`src/next_pc_branch_target_unit_assert.svh`:
```
// Assertion helpers for the next-PC unit.
// Both expect clk and the active-low rst_n in the scope where they are used.
`ifndef NEXT_PC_BRANCH_TARGET_UNIT_ASSERT_SVH
`define NEXT_PC_BRANCH_TARGET_UNIT_ASSERT_SVH

// Same-cycle implication.
`define NPBT_ASSERT_NOW(label, ante, cons) \
    label: assert property (@(posedge clk) disable iff (!rst_n) (ante) |-> (cons)) \
        else $error("next-pc unit: same-cycle check failed");

// Next-cycle implication.
`define NPBT_ASSERT_NEXT(label, ante, cons) \
    label: assert property (@(posedge clk) disable iff (!rst_n) (ante) |=> (cons)) \
        else $error("next-pc unit: next-cycle check failed");

`endif

```
`src/npbt_pkg.sv`:
```
// ----------------------------------------------------------------------------
// npbt_pkg
// Beat types, flow codes and opcode patterns for the next-PC unit.
// ----------------------------------------------------------------------------
`timescale 1ns / 1ps

package npbt_pkg;

    // Kind of control transfer reported with each result
    typedef enum logic [2:0] {
        FLOW_SEQ      = 3'd0,
        FLOW_COND     = 3'd1,
        FLOW_PC_DISP  = 3'd2,
        FLOW_PC_REG   = 3'd3,
        FLOW_REG_JUMP = 3'd4,
        FLOW_RTS      = 3'd5,
        FLOW_RTE      = 3'd6,
        FLOW_TRAP     = 3'd7
    } flow_kind_t;

    // Input beat
    typedef struct packed {
        logic [15:0] opcode;
        logic [31:0] pc;
        logic        t_flag;
        logic [31:0] reg_value;
        logic [31:0] return_addr;
        logic [31:0] stack_word;
        logic [31:0] vector_word;
    } npbt_in_t;

    // Result beat
    typedef struct packed {
        logic [31:0] next_addr;
        flow_kind_t  flow_kind;
    } npbt_out_t;

    // Opcode field masks
    localparam logic [15:0] MASK_HI8 = 16'hFF00;
    localparam logic [15:0] MASK_HI4 = 16'hF000;
    localparam logic [15:0] MASK_PAT = 16'hF0FF;

    // Conditional branches
    localparam logic [15:0] OP_BT    = 16'h8900;
    localparam logic [15:0] OP_BTS   = 16'h8D00;
    localparam logic [15:0] OP_BF    = 16'h8B00;
    localparam logic [15:0] OP_BFS   = 16'h8F00;
    // Displacement branches
    localparam logic [15:0] OP_BRA   = 16'hA000;
    localparam logic [15:0] OP_BSR   = 16'hB000;
    // Register-relative and register jumps
    localparam logic [15:0] OP_BRAF  = 16'h0023;
    localparam logic [15:0] OP_BSRF  = 16'h0003;
    localparam logic [15:0] OP_JMP   = 16'h402B;
    localparam logic [15:0] OP_JSR   = 16'h400B;
    // Returns and trap
    localparam logic [15:0] OP_RTS   = 16'h000B;
    localparam logic [15:0] OP_RTE   = 16'h002B;
    localparam logic [15:0] OP_TRAPA = 16'hC300;

endpackage

```
`src/next_pc_branch_target_unit.sv`:
```
// A result passes through the s1, s2 and s3 registers in turn and is offered
// from s3, which it leaves once result_stall is low.
// Throughput: one item per cycle while result_stall is low; decode, operand
// select and the final add are one register stage each. A stalled output holds
// only its own stage, and earlier stages keep moving until the bubbles ahead of them are filled.
// Reset: rst_n clears all stage valid bits at once; data registers are not reset.
// ----------------------------------------------------------------------------
// next_pc_branch_target_unit
// Three-stage next-address calculator for 16-bit branch instructions.
// ----------------------------------------------------------------------------
`timescale 1ns / 1ps
`include "next_pc_branch_target_unit_assert.svh"

module next_pc_branch_target_unit
    import npbt_pkg::*;
#(
    parameter int ADDR_WIDTH = 32
)
(
    input  logic      clk,
    input  logic      rst_n,
    input  logic      item_valid,
    output logic      item_stall,
    input  npbt_in_t  item,
    output logic      result_valid,
    input  logic      result_stall,
    output npbt_out_t result
);

    localparam int AW = ADDR_WIDTH;
    localparam logic [AW-1:0] STEP_SEQ    = AW'(2);
    localparam logic [AW-1:0] STEP_BRANCH = AW'(4);

    // Zero-extend or cut a 32-bit value to the address width
    function automatic logic [AW-1:0] to_addr(input logic [31:0] v);
        logic [AW+31:0] wide;
        wide = {{AW{1'b0}}, v};
        return wide[AW-1:0];
    endfunction

    // Stage registers
    logic            s1_valid_reg, s1_valid_next;
    npbt_in_t        s1_item_reg;
    flow_kind_t      s1_kind_reg;
    logic            s2_valid_reg, s2_valid_next;
    logic [AW-1:0]   s2_base_reg, s2_base_next;
    logic [AW-1:0]   s2_addend_reg, s2_addend_next;
    flow_kind_t      s2_kind_reg;
    logic            s3_valid_reg, s3_valid_next;
    npbt_out_t       s3_result_reg, s3_result_next;

    logic            s1_adv, s2_adv, s3_adv;
    flow_kind_t      dec_kind;
    logic [15:0]     hi8, hi4, pat;
    logic [AW-1:0]   disp8, disp12;
    logic [AW-1:0]   sum;
    logic [AW+31:0]  sum_ext;

    // Stage advance: a stage loads when it is empty or its successor moves
    always_comb
    begin
        s3_adv = !s3_valid_reg || !result_stall;
        s2_adv = !s2_valid_reg || s3_adv;
        s1_adv = !s1_valid_reg || s2_adv;
    end

    assign item_stall   = !s1_adv;
    assign result_valid = s3_valid_reg;
    assign result       = s3_result_reg;

    // Decode of the incoming opcode, first match wins
    always_comb
    begin
        hi8 = item.opcode & MASK_HI8;
        hi4 = item.opcode & MASK_HI4;
        pat = item.opcode & MASK_PAT;
        priority if (((hi8 == OP_BT) || (hi8 == OP_BTS)) && item.t_flag)
            dec_kind = FLOW_COND;
        else if (((hi8 == OP_BF) || (hi8 == OP_BFS)) && !item.t_flag)
            dec_kind = FLOW_COND;
        else if ((hi4 == OP_BRA) || (hi4 == OP_BSR))
            dec_kind = FLOW_PC_DISP;
        else if ((pat == OP_BRAF) || (pat == OP_BSRF))
            dec_kind = FLOW_PC_REG;
        else if ((pat == OP_JMP) || (pat == OP_JSR))
            dec_kind = FLOW_REG_JUMP;
        else if (item.opcode == OP_RTS)
            dec_kind = FLOW_RTS;
        else if (item.opcode == OP_RTE)
            dec_kind = FLOW_RTE;
        else if (hi8 == OP_TRAPA)
            dec_kind = FLOW_TRAP;
        else
            dec_kind = FLOW_SEQ;
    end

    // Operand select: result is base + addend
    always_comb
    begin
        disp8  = {{(AW-9){s1_item_reg.opcode[7]}}, s1_item_reg.opcode[7:0], 1'b0};
        disp12 = {{(AW-13){s1_item_reg.opcode[11]}}, s1_item_reg.opcode[11:0], 1'b0};
        s2_base_next   = to_addr(s1_item_reg.pc);
        s2_addend_next = STEP_SEQ;
        unique case (s1_kind_reg)
            FLOW_SEQ:      s2_addend_next = STEP_SEQ;
            FLOW_COND:     s2_addend_next = STEP_BRANCH + disp8;
            FLOW_PC_DISP:  s2_addend_next = STEP_BRANCH + disp12;
            FLOW_PC_REG:   s2_addend_next = STEP_BRANCH + to_addr(s1_item_reg.reg_value);
            FLOW_REG_JUMP:
            begin
                s2_base_next   = '0;
                s2_addend_next = to_addr(s1_item_reg.reg_value);
            end
            FLOW_RTS:
            begin
                s2_base_next   = '0;
                s2_addend_next = to_addr(s1_item_reg.return_addr);
            end
            FLOW_RTE:
            begin
                s2_base_next   = '0;
                s2_addend_next = to_addr(s1_item_reg.stack_word);
            end
            FLOW_TRAP:
            begin
                s2_base_next   = '0;
                s2_addend_next = to_addr(s1_item_reg.vector_word);
            end
        endcase
    end

    // Final add, wrapped to the address width and zero-extended or cut to 32 bits
    always_comb
    begin
        sum     = s2_base_reg + s2_addend_reg;
        sum_ext = {32'd0, sum};
        s3_result_next.next_addr = sum_ext[31:0];
        s3_result_next.flow_kind = s2_kind_reg;
    end

    // Valid bits
    always_comb
    begin
        s1_valid_next = s1_adv ? item_valid   : s1_valid_reg;
        s2_valid_next = s2_adv ? s1_valid_reg : s2_valid_reg;
        s3_valid_next = s3_adv ? s2_valid_reg : s3_valid_reg;
    end

    always_ff @(posedge clk or negedge rst_n)
    begin
        if (!rst_n)
        begin
            s1_valid_reg <= 1'b0;
            s2_valid_reg <= 1'b0;
            s3_valid_reg <= 1'b0;
        end
        else
        begin
            s1_valid_reg <= s1_valid_next;
            s2_valid_reg <= s2_valid_next;
            s3_valid_reg <= s3_valid_next;
        end
    end

    // Data registers, loaded only when a beat moves in
    always_ff @(posedge clk)
    begin
        if (s1_adv && item_valid)
        begin
            s1_item_reg <= item;
            s1_kind_reg <= dec_kind;
        end
        if (s2_adv && s1_valid_reg)
        begin
            s2_base_reg   <= s2_base_next;
            s2_addend_reg <= s2_addend_next;
            s2_kind_reg   <= s1_kind_reg;
        end
        if (s3_adv && s2_valid_reg)
        begin
            s3_result_reg <= s3_result_next;
        end
    end

    // Checks
    `NPBT_ASSERT_NOW(a_stall_needs_full_front, item_stall, s1_valid_reg && s2_valid_reg && s3_valid_reg)
    `NPBT_ASSERT_NEXT(a_s2_holds_when_blocked, s2_valid_reg && !s3_adv, s2_valid_reg && $stable(s2_base_reg) && $stable(s2_addend_reg))
    `NPBT_ASSERT_NOW(a_rts_decode, s1_valid_reg && (s1_kind_reg == FLOW_RTS), s1_item_reg.opcode == OP_RTS)
    `NPBT_ASSERT_NOW(a_absolute_has_no_base, s2_valid_reg && (s2_kind_reg == FLOW_REG_JUMP || s2_kind_reg == FLOW_RTS || s2_kind_reg == FLOW_RTE || s2_kind_reg == FLOW_TRAP), s2_base_reg == '0)

endmodule
```
`config.mk`:
```
export PLATFORM = sky130hd
export DESIGN_NAME = next_pc_branch_target_unit
export DESIGN_NICKNAME = d
export VERILOG_FILES = /design/src/npbt_pkg.sv /design/src/next_pc_branch_target_unit.sv
export VERILOG_INCLUDE_DIRS = /design/src /design/src/src
export SDC_FILE = /design/constraint.sdc
export NUM_CORES = 1
export LEC_CHECK = 0
export ABC_AREA = 0
export BUFFER_PORTS_ARGS = -buffer_cell sky130_fd_sc_hd__buf_2
export CORE_ASPECT_RATIO = 1.75
export CORE_MARGIN = 1
export CORE_UTILIZATION = 56
export DETAILED_ROUTE_END_ITERATION = 7
export GPL_ROUTABILITY_DRIVEN = 0
export MAX_ROUTING_LAYER = met4
export PLACE_DENSITY = 0.8
export SLEW_MARGIN = 20
export SYNTH_ARGS = -nofsm -noshare
export SYNTH_HDL_FRONTEND = slang
export SYNTH_SLANG_ARGS = --single-unit
```
`constraint.sdc`:
```
create_clock -name clk -period 5.96 [get_ports clk]
set_input_delay 0.596 -clock clk [delete_from_list [all_inputs] [get_ports clk]]
set_output_delay 0.596 -clock clk [all_outputs]
set_load 0.05 [all_outputs]
```
==> results of run 1 <==
[worst paths after layout]
check / from / endpoint / slack (ns) / cells after the start
setup / recovery: s2_base_reg[0]$_SDFFCE_PP0P_ / result[31]$_DFFE_PP_ / 2.81 / 9
hold / removal: item[28] / s1_item_reg[28]$_DFFE_PP_ / 0.23 / 1
setup reg to reg: s2_base_reg[0]$_SDFFCE_PP0P_ / result[31]$_DFFE_PP_ / 2.81 / 9
hold reg to reg: s2_kind_reg[0]$_DFFE_PP_ / result[0]$_DFFE_PP_ / 0.43 / 0
max in group asynchronous: rst_n / result_valid$_DFFE_PN0P_ / 5.45 / 2
min in group asynchronous: rst_n / s1_valid_reg$_DFFE_PN0N_ / 0.41 / 2
[final cells by class]
type                            count  area share
Multi-Input combinational cell    522       0.253
Tap cell                          292      0.0252
Inverter                           13     0.00337
Clock inverter                     18      0.0130
Timing Repair Buffer              225      0.0818
Antenna cell                        2    0.000345
Clock buffer                       27      0.0437
Sequential cell                   280       0.579
[power by group]
group          total [W]  switching (W)  leakage (nW)  internal [W]
clock network    0.00161       0.000701         0.404      0.000907
logic           0.000913       0.000610          2.32      0.000303
registers        0.00251      0.0000821          2.73       0.00243
[layout by cell type, fill, tap and decap left out, types with 5 or more instances in the layout]
cell / Yosys / final
a21oi_1: 40 / 40
clkinv_2: 0 / 7
inv_1: 13 / 13
nand2_1: 50 / 50
nand2b_1: 5 / 5
a22oi_1: 47 / 47
a22o_1: 5 / 5
o21ai_0: 32 / 32
and3_1: 14 / 14
nor2_1: 35 / 33
nor3_1: 9 / 9
ha_1: 33 / 33
nand4_1: 13 / 13
a211oi_1: 10 / 10
buf_2: 1 / 217
xor2_1: 37 / 37
a21o_1: 7 / 7
edfxtp_1: 277 / 277
o2111ai_1: 23 / 23
nand3_1: 30 / 30
clkbuf_16: 0 / 25
xnor2_1: 30 / 30
a221o_1: 6 / 6
nor2b_1: 36 / 36
[worst max-delay path, cell delays in order (launching register included)]
cell	delay (ns)
edfxtp_1	0.38
ha_1	0.23
fa_1	0.40
a21o_1	0.22
a311o_1	0.41
a221o_1	0.40
nor3_2	0.27
o41ai_1	0.17
a311oi_2	0.32
xnor2_1	0.09
[timing repair]
item                                   4_1_cts  5_1_grt
setup buffers                                0        0
hold buffers                                 1        0
endpoints found under the hold margin        3        0
[per-layer routing]
metal  track usage  routed length, um
met1         0.260               9480
met2         0.421              13900
met3        0.0304               1420
met4         0.143               1360
met5             -                  0
[kinds of logic (layout without fill, tap and decap cells)]
family          after synthesis  after routing  share of synthesized area
fa+ha+maj                    34             34                     0.0354
compound gates              201            201                      0.116
buf+inv                      49            283                     0.0158
xor+xnor                     67             67                     0.0480
mux                           9              9                     0.0106
simple gates                211            211                     0.0880
flops                       280            280                      0.686
other cells                   0              2                          0
[metrics by stage]
step	hold WS, ns	utilization	instance area [um^2]
after floorplan	0.300	-	12200
after global placement	0.392	0.636	13600
after detailed placement	0.394	0.636	13600
after CTS	0.208	0.675	14400
after global routing	0.206	0.677	14500
final	0.234	0.677	14500
==> results.sh, run 1 <==
export IMPL_initial_core_utilization=0.571
export IMPL_synthDistinctLibCells=57
export IMPL_leakage_nw=5.45
export IMPL_hp_class="in -> reg"
export IMPL_worst_endpoint_arrival_ns=3.43
export IMPL_finClkSkew_ns=0.0148
export IMPL_clock_sinks=280
export IMPL_floorplan_die_area_mm2=0.0225
export IMPL_dieWidth_um=114
export IMPL_post_synth_top_area_cell="edfxtp_1"
export IMPL_detailroute_via_count=8008
export IMPL_placement_rows=71
export IMPL_pre_cts_ws_ns=2.83
export IMPL_synth_top_area_share=0.680
export IMPL_power_total_w=0.00503
export IMPL_crit_path_start_kind="flop"
export IMPL_proportion_of_layout_cells_with_a_drive_suffix_above_1=0.259
export IMPL_postRouteAntennaNets=0
export IMPL_post_cts_resized_instances=0
export IMPL_remaining_drc_errors=0
export IMPL_pin_count=218
export IMPL_grt_start_max_net_pins=106
export IMPL_cts_htree_levels=1
export IMPL_grt_antenna_before_repair=2
export IMPL_worst_setup_hold_path_clk_slew_ns=0.07
export IMPL_final_period_utilization=0.528
export IMPL_final_ws_setup_ns=2.81
export IMPL_finish_net_count=1282
export IMPL_most_common_flop_cell_mapped_by_yosys="edfxtp_1"
export IMPL_largest_register_ffs=160
export IMPL_finalSetupTns_ns=0
export IMPL_grt_first_pass_wirelength_um=39700
export IMPL_total_setup_violations_reported_at_the_end_of_the_flow=0
export IMPL_syn_inst=851
export IMPL_rsz0062_at_grt="false"
export IMPL_netlist_top_cells_count="edfxtp_1 (277), nand2_1 (50), a22oi_1 (47)"
export IMPL_detailedRoute_firstIterationViolations=750
export IMPL_post_route_min_period_ns=3.15
export IMPL_mappedNetlistNets=1066
export IMPL_synth_edff_count=277
export IMPL_clk_latency_ns=0.54
export IMPL_global_route_overflow=0
export IMPL_synth_seq_area_share=0.686
export IMPL_maxCapViolations=0
export IMPL_ir_drop_mv=0.309
export IMPL_cell_types_with_the_largest_area_share_after_synthesis="edfxtp_1 (68%), ha_1 (3.4%), a22oi_1 (2.9%)"
export IMPL_die_h_um=197
export IMPL_maximum_root_to_sink_buffer_count=3
export IMPL_setup_worst_path_end_class="flop"
export IMPL_power_density_cell_area_mw_per_mm2=347
export IMPL_yosys_warns=0
export IMPL_grt_pass1_vias=8109
export IMPL_timing_fmax_mhz=318
export IMPL_multi_input_comb_area_mm2=0.00367
export IMPL_drt_total_wl_um=26100
export IMPL_worst_slew_pin_transition_ns=1.09
export IMPL_cts_root_buffer="clkbuf_16"
export IMPL_outcome="finished clean"
export IMPL_most_common_cell_in_the_synthesized_netlist="edfxtp_1"
export IMPL_regArea_mm2=0.00839
export IMPL_track_usage=0.241
export IMPL_async_reset_ff_frac=0.0107
export IMPL_dp_cells=1329
export IMPL_finalMaxSlewViolations=0
export IMPL_stdcell_count=1379
export IMPL_timing_slew_headroom=0.276
export IMPL_numCtsBuffers=25
export IMPL_syn_avg_cell_area_um2=14.4
export IMPL_drt_pass1_iter_count=5
export IMPL_synth_seq_cells=280
export IMPL_timing_final_hold_violations=0
export IMPL_worstPathRequired_ns=6.24
export IMPL_design_core_area_mm2=0.0214
export IMPL_viasPerCell=5.81
export IMPL_wl_per_cell_um=18.9
export IMPL_tritoncts_clock_tree="yes"
export IMPL_syn_cell_area_mm2=0.0122
export IMPL_worst_setup_path_type="reg -> reg"
export IMPL_cp_max_fo=3
export IMPL_buffer_ports_inserted=217
export IMPL_synthToLayoutAreaGrowth_pct=18.5
export IMPL_filler_cell_count=1471
export IMPL_place_detailed_hpwl_um=18500
Power figures use the tool's default switching activity.
==> run 2, diff against run 1 <==
clock period = 3.2 ns   (was 5.96 ns; I/O delays follow)
==> run 2 against run 1 <==
Final area increased by 12%. Via count increased by 13%. Wire length increased by 23%.
==> results.sh, run 2 (same netlist as run 1, synthesis figures left out) <==
export IMPL_worst_setup_hold_path_clk_slew_ns=0.07
export IMPL_grt_busiest_layer="met2"
export IMPL_finalSetupTns_ns=0
export IMPL_die_h_um=197
export IMPL_design_core_area_mm2=0.0214
export IMPL_stdcell_count=1558
export IMPL_drt_total_wl_um=32000
export IMPL_crit_path_launch="s2_addend_reg[0]$_DFFE_PP_"
export IMPL_drt_pass1_iter_count=8
export IMPL_total_setup_violations_reported_at_the_end_of_the_flow=0
export IMPL_finish_net_count=1459
export IMPL_remaining_drc_errors=0
export IMPL_crit_path_start_kind="flop"
export IMPL_worstPathRequired_ns=3.48
export IMPL_mostFrequentLayoutCell="edfxtp_1"
export IMPL_placement_rows=71
export IMPL_maximum_root_to_sink_buffer_count=3
export IMPL_global_route_overflow=0
export IMPL_timing_final_hold_violations=0
export IMPL_worst_setup_path_type="reg -> reg"
export IMPL_initial_core_utilization=0.571
export IMPL_grt_util_met2=0.531
export IMPL_dieWidth_um=114
export IMPL_synthToLayoutAreaGrowth_pct=32.7
export IMPL_leakage_nw=6.18
export IMPL_worst_slew_pin_transition_ns=0.646
export IMPL_postLayoutCellArea_mm2=0.0162
export IMPL_launch_instance_of_the_worst_min_delay_path="item[172]"
export IMPL_clock_sinks=280
export IMPL_post_route_min_period_ns=3.07
export IMPL_power_density_cell_area_mw_per_mm2=591
export IMPL_finClkSkew_ns=0.0209
export IMPL_cts_repair_timing_setup_buffer_count=0
export IMPL_track_usage=0.298
export IMPL_grt_util_met3=0.0322
export IMPL_dp_cells=1339
export IMPL_grt_start_max_net_pins=109
export IMPL_detailedRoute_firstIterationViolations=747
export IMPL_timing_slew_headroom=0.563
export IMPL_place_detailed_hpwl_um=18600
export IMPL_setup_worst_path_end_class="flop"
export IMPL_finalMaxSlewViolations=0
export IMPL_grt_first_pass_wirelength_um=48900
export IMPL_floorplan_die_area_mm2=0.0225
export IMPL_worst_endpoint_arrival_ns=3.35
export IMPL_detailroute_via_count=9055
export IMPL_numCtsBuffers=25
export IMPL_cp_max_fo=3
export IMPL_rsz0062_at_grt="false"
export IMPL_hp_class="in -> reg"
export IMPL_grt_antenna_before_repair=4
export IMPL_proportion_of_layout_cells_with_a_drive_suffix_above_1=0.224
export IMPL_maxCapViolations=0
export IMPL_postRouteAntennaNets=0
export IMPL_final_period_utilization=0.961
export IMPL_commonest_cells_after_routing_fill_and_taps_aside="edfxtp_1 (277), buf_2 (217), dlygate4sd3_1 (170), nand2_1 (50), a22oi_1 (47)"
export IMPL_placed_area_mm2=0.0137
export IMPL_wl_per_cell_um=20.5
export IMPL_outcome="finished clean"
export IMPL_pin_count=218
export IMPL_critPathMaxStageDelay_ns=0.41
export IMPL_cts_root_buffer="clkbuf_16"
export IMPL_power_total_w=0.00960
export IMPL_cells_traversed_along_the_worst_timing_path="ha_1 > fa_1 > a21o_1 > a311o_1 > a221o_1 > nor3_4 > o41ai_1 > a311oi_2 > xnor2_1"
export IMPL_crit_slowest_cell="a311o_1"
export IMPL_buffer_ports_inserted=217
export IMPL_tritoncts_clock_tree="yes"
export IMPL_grt_pass1_vias=9393
export IMPL_r2r_start="s2_addend_reg[0]$_DFFE_PP_"
export IMPL_ir_drop_mv=0.568
export IMPL_clk_latency_ns=0.53
export IMPL_viasPerCell=5.81
export IMPL_timing_fmax_mhz=325
export IMPL_largest_register_ffs=160
export IMPL_cts_htree_levels=1
export IMPL_use_met1=0.321
run 2: path summary, 6_finish.rpt:
check                      slack [ns]  cells after the start                        to
setup / recovery                 0.13                      9      result[31]$_DFFE_PP_
hold / removal                   0.03                      1      disp12[12]$_DFFE_PP_
setup reg to reg                 0.13                      9      result[31]$_DFFE_PP_
hold reg to reg                  0.42                      0       result[2]$_DFFE_PP_
max in group asynchronous        2.97                      2  s2_valid_reg$_DFFE_PN0P_
min in group asynchronous        0.12                      2  result_valid$_DFFE_PN0P_
run 2: metrics by stage:
step                      hold WS, ns   util  setup slack, ns
after floorplan                0.0244      -            0.377
after global placement          0.116  0.640            0.114
after detailed placement        0.119  0.640           0.0997
after CTS                     0.00754  0.757            0.101
after global routing           0.0167  0.758          0.00537
final                          0.0288  0.758            0.126
run 2: critical path: cells and delay by family (launching register included):
kind | cells | cell delay (ns)
AND/OR/NAND/NOR | 1 | 0.23
adder cells (fa/ha/maj) | 2 | 0.62
AO/OA/AOI/OAI | 5 | 1.51
flip-flops | 1 | 0.38
XOR/XNOR | 1 | 0.09
run 2: power breakdown:
part | total [W] | internal (W) | switching (W)
clock network | 0.00301 | 0.00168 | 0.00133
logic | 0.00192 | 0.000709 | 0.00121
registers | 0.00467 | 0.00452 | 0.000151
total | 0.00960 | 0.00691 | 0.00269
run 2: layer usage:
metal / vias up / wire, um / share of wire
met2: 499 / 17200 / 0.54
met3: 117 / 1910 / 0.060
met1: 4319 / 11200 / 0.35
met4: 0 / 1700 / 0.053
met5: - / 0 / 0
li1: 4120 / - / -
run 2: final cells by class:
type / instances / area [um^2]
Timing Repair Buffer: 402 / 2940
Multi-Input combinational cell: 522 / 3670
Clock buffer: 29 / 641
Antenna cell: 4 / 10.0
Fill cell: 1276 / 5180
Clock inverter: 16 / 161
Inverter: 13 / 48.8
Sequential cell: 280 / 8390
Tap cell: 292 / 365
run 2: timing repair:
item	CTS	global route
hold buffers	170	0
setup endpoints to repair	0	1
resized for setup	0	1
hold endpoints to repair	172	0
==> run 3, diff against run 2 <==
CORE_UTILIZATION = 51   (was 56)
HOLD_SLACK_MARGIN = 0.03   (was default)
PLACE_DENSITY = 0.77   (was 0.8)
clock period = 2.7 ns   (was 3.2 ns; I/O delays follow)
==> run 3 against run 2 <==
The flow now finishes with violations (negative setup slack). First-iteration DRC count is 4.3% lower. Register-to-register slack worse by 0.30 ns. Critical path depth stayed put. Worst setup slack worse by 0.30 ns. Utilization is 4.8 points lower. Global-route usage is 2.6 points lower.
==> results.sh, run 3 (same netlist as run 1, synthesis figures left out) <==
export IMPL_numCtsBuffers=25
export IMPL_power_total_w=0.0117
export IMPL_dieWidth_um=119
export IMPL_ir_drop_mv=0.717
export IMPL_violated_checks="negative setup slack"
export IMPL_detailedRoute_firstIterationViolations=715
export IMPL_drt_pass1_iter_count=5
export IMPL_rsz0062_at_grt="true"
export IMPL_final_ws_setup_ns=-0.174
export IMPL_leakage_nw=6.38
export IMPL_remaining_drc_errors=0
export IMPL_die_h_um=207
export IMPL_wl_per_cell_um=20.3
export IMPL_finalMaxSlewViolations=0
export IMPL_cp_max_fo=3
export IMPL_drt_total_wl_um=32600
export IMPL_finClkSkew_ns=0.0167
export IMPL_timing_hold_ws_ns=0.0612
export IMPL_final_period_utilization=1.06
export IMPL_clk_latency_ns=0.53
export IMPL_maxCapViolations=0
export IMPL_grt_pass1_vias=9376
export IMPL_detailroute_via_count=9069
export IMPL_cts_root_buffer="clkbuf_16"
export IMPL_worst_endpoint_arrival_ns=3.15
export IMPL_maximum_root_to_sink_buffer_count=3
export IMPL_timing_final_hold_violations=0
export IMPL_timing_slew_headroom=0.426
export IMPL_timing_fmax_mhz=348
export IMPL_stdcell_count=1602
export IMPL_postLayoutCellArea_mm2=0.0166
export IMPL_crit_path_start_kind="flop"
export IMPL_design_core_area_mm2=0.0234
export IMPL_hp_class="in -> async"
export IMPL_largest_register_ffs=160
export IMPL_power_density_cell_area_mw_per_mm2=704
export IMPL_placement_rows=74
export IMPL_floorplan_die_area_mm2=0.0246
export IMPL_grt_first_pass_wirelength_um=49200
export IMPL_clock_sinks=280
export IMPL_place_detailed_hpwl_um=19000
export IMPL_placed_area_mm2=0.0139
export IMPL_worst_setup_path_type="reg -> reg"
export IMPL_dp_cells=1375
export IMPL_pin_count=218
export IMPL_buffer_ports_inserted=217
export IMPL_worstPathRequired_ns=2.97
export IMPL_grt_antenna_before_repair=2
export IMPL_worst_slew_pin_transition_ns=0.859
export IMPL_post_route_min_period_ns=2.87
export IMPL_commonest_cells_after_routing_fill_and_taps_aside="edfxtp_1 (277), buf_2 (217), dlygate4sd3_1 (175), nand2_1 (50), a22oi_1 (47)"
export IMPL_finish_net_count=1492
export IMPL_global_route_overflow=0
export IMPL_track_usage=0.272
export IMPL_worst_setup_hold_path_clk_slew_ns=0.07
export IMPL_outcome="finished with violations"
export IMPL_postRouteAntennaNets=0
export IMPL_total_setup_violations_reported_at_the_end_of_the_flow=5
export IMPL_grt_start_max_net_pins=68
export IMPL_cts_htree_levels=1
export IMPL_initial_core_utilization=0.522
export IMPL_setup_worst_path_end_class="flop"
export IMPL_mostFrequentLayoutCell="edfxtp_1"
export IMPL_tritoncts_clock_tree="yes"
export IMPL_viasPerCell=5.66
export IMPL_proportion_of_layout_cells_with_a_drive_suffix_above_1=0.248
export IMPL_synthToLayoutAreaGrowth_pct=36.1
[run 3: area by class of cell]
class | instances | area, um^2
Antenna cell | 4 | 10.0
Clock buffer | 28 | 637
Clock inverter | 16 | 210
Fill cell | 1479 | 6780
Inverter | 13 | 48.8
Multi-Input combinational cell | 522 | 3750
Sequential cell | 280 | 8390
Tap cell | 304 | 380
Timing Repair Buffer | 435 | 3210
[run 3: critical path, stage by stage (launching register included)]
cell and delay, ns:
edfxtp_1 0.40, ha_2 0.21, fa_2 0.34, a21o_1 0.20, a311o_1 0.41, a221o_1 0.37, nor3_4 0.18, o41ai_2 0.13
a311oi_2 0.28, xnor2_1 0.09
[run 3: worst paths after layout]
check                                             startpoint                            to  slack, ns  cells after the start
worst max-delay path            s2_base_reg[0]$_SDFFCE_PP0P_          result[31]$_DFFE_PP_      -0.17                      9
worst min-delay path                                   rst_n      s1_valid_reg$_DFFE_PN0N_       0.06                      2
worst max register to register  s2_base_reg[0]$_SDFFCE_PP0P_          result[31]$_DFFE_PP_      -0.17                      9
worst min register to register      s2_kind_reg[2]$_DFFE_PP_           result[2]$_DFFE_PP_       0.44                      0
max in group asynchronous                              rst_n      result_valid$_DFFE_PN0P_       2.53                      2
min in group clk                                   item[175]  s1_kind_reg[2]$_SDFFCE_PP0P_       0.08                      3
[run 3: layer usage]
| layer | wire (um) | vias to the layer above | part of all wire | GRT usage |
|---|---|---|---|---|
| met5 | 0 | - | 0 | - |
| li1 | - | 4186 | - | - |
| met4 | 1630 | 0 | 0.050 | 0.149 |
| met1 | 11200 | 4258 | 0.34 | 0.290 |
| met3 | 1960 | 107 | 0.060 | 0.0247 |
| met2 | 17800 | 518 | 0.55 | 0.496 |
[run 3: timing repair]
action | 4_1_cts | 5_1_grt
hold endpoints to repair | 177 | 0
hold buffers | 175 | 0
setup buffers | 3 | 1
endpoints found under the setup margin | 7 | 12
gates resized for setup | 8 | 6
pin swaps | 2 | 3
[run 3: stage by stage]
stage                     utilization  TNS, ns  worst slack [ns]
final                           0.710   -0.458            -0.174
after global routing            0.710    -1.38            -0.309
after detailed placement        0.595   -0.978            -0.227
after floorplan                     -        0            0.0161
after CTS                       0.708   -0.496            -0.189
after global placement          0.595   -0.678            -0.178
[run 3: power by group]
group | switching [W] | internal [W]
combinational | 0.00147 | 0.000946
clock | 0.00158 | 0.00218
sequential | 0.000185 | 0.00536
total | 0.00323 | 0.00848
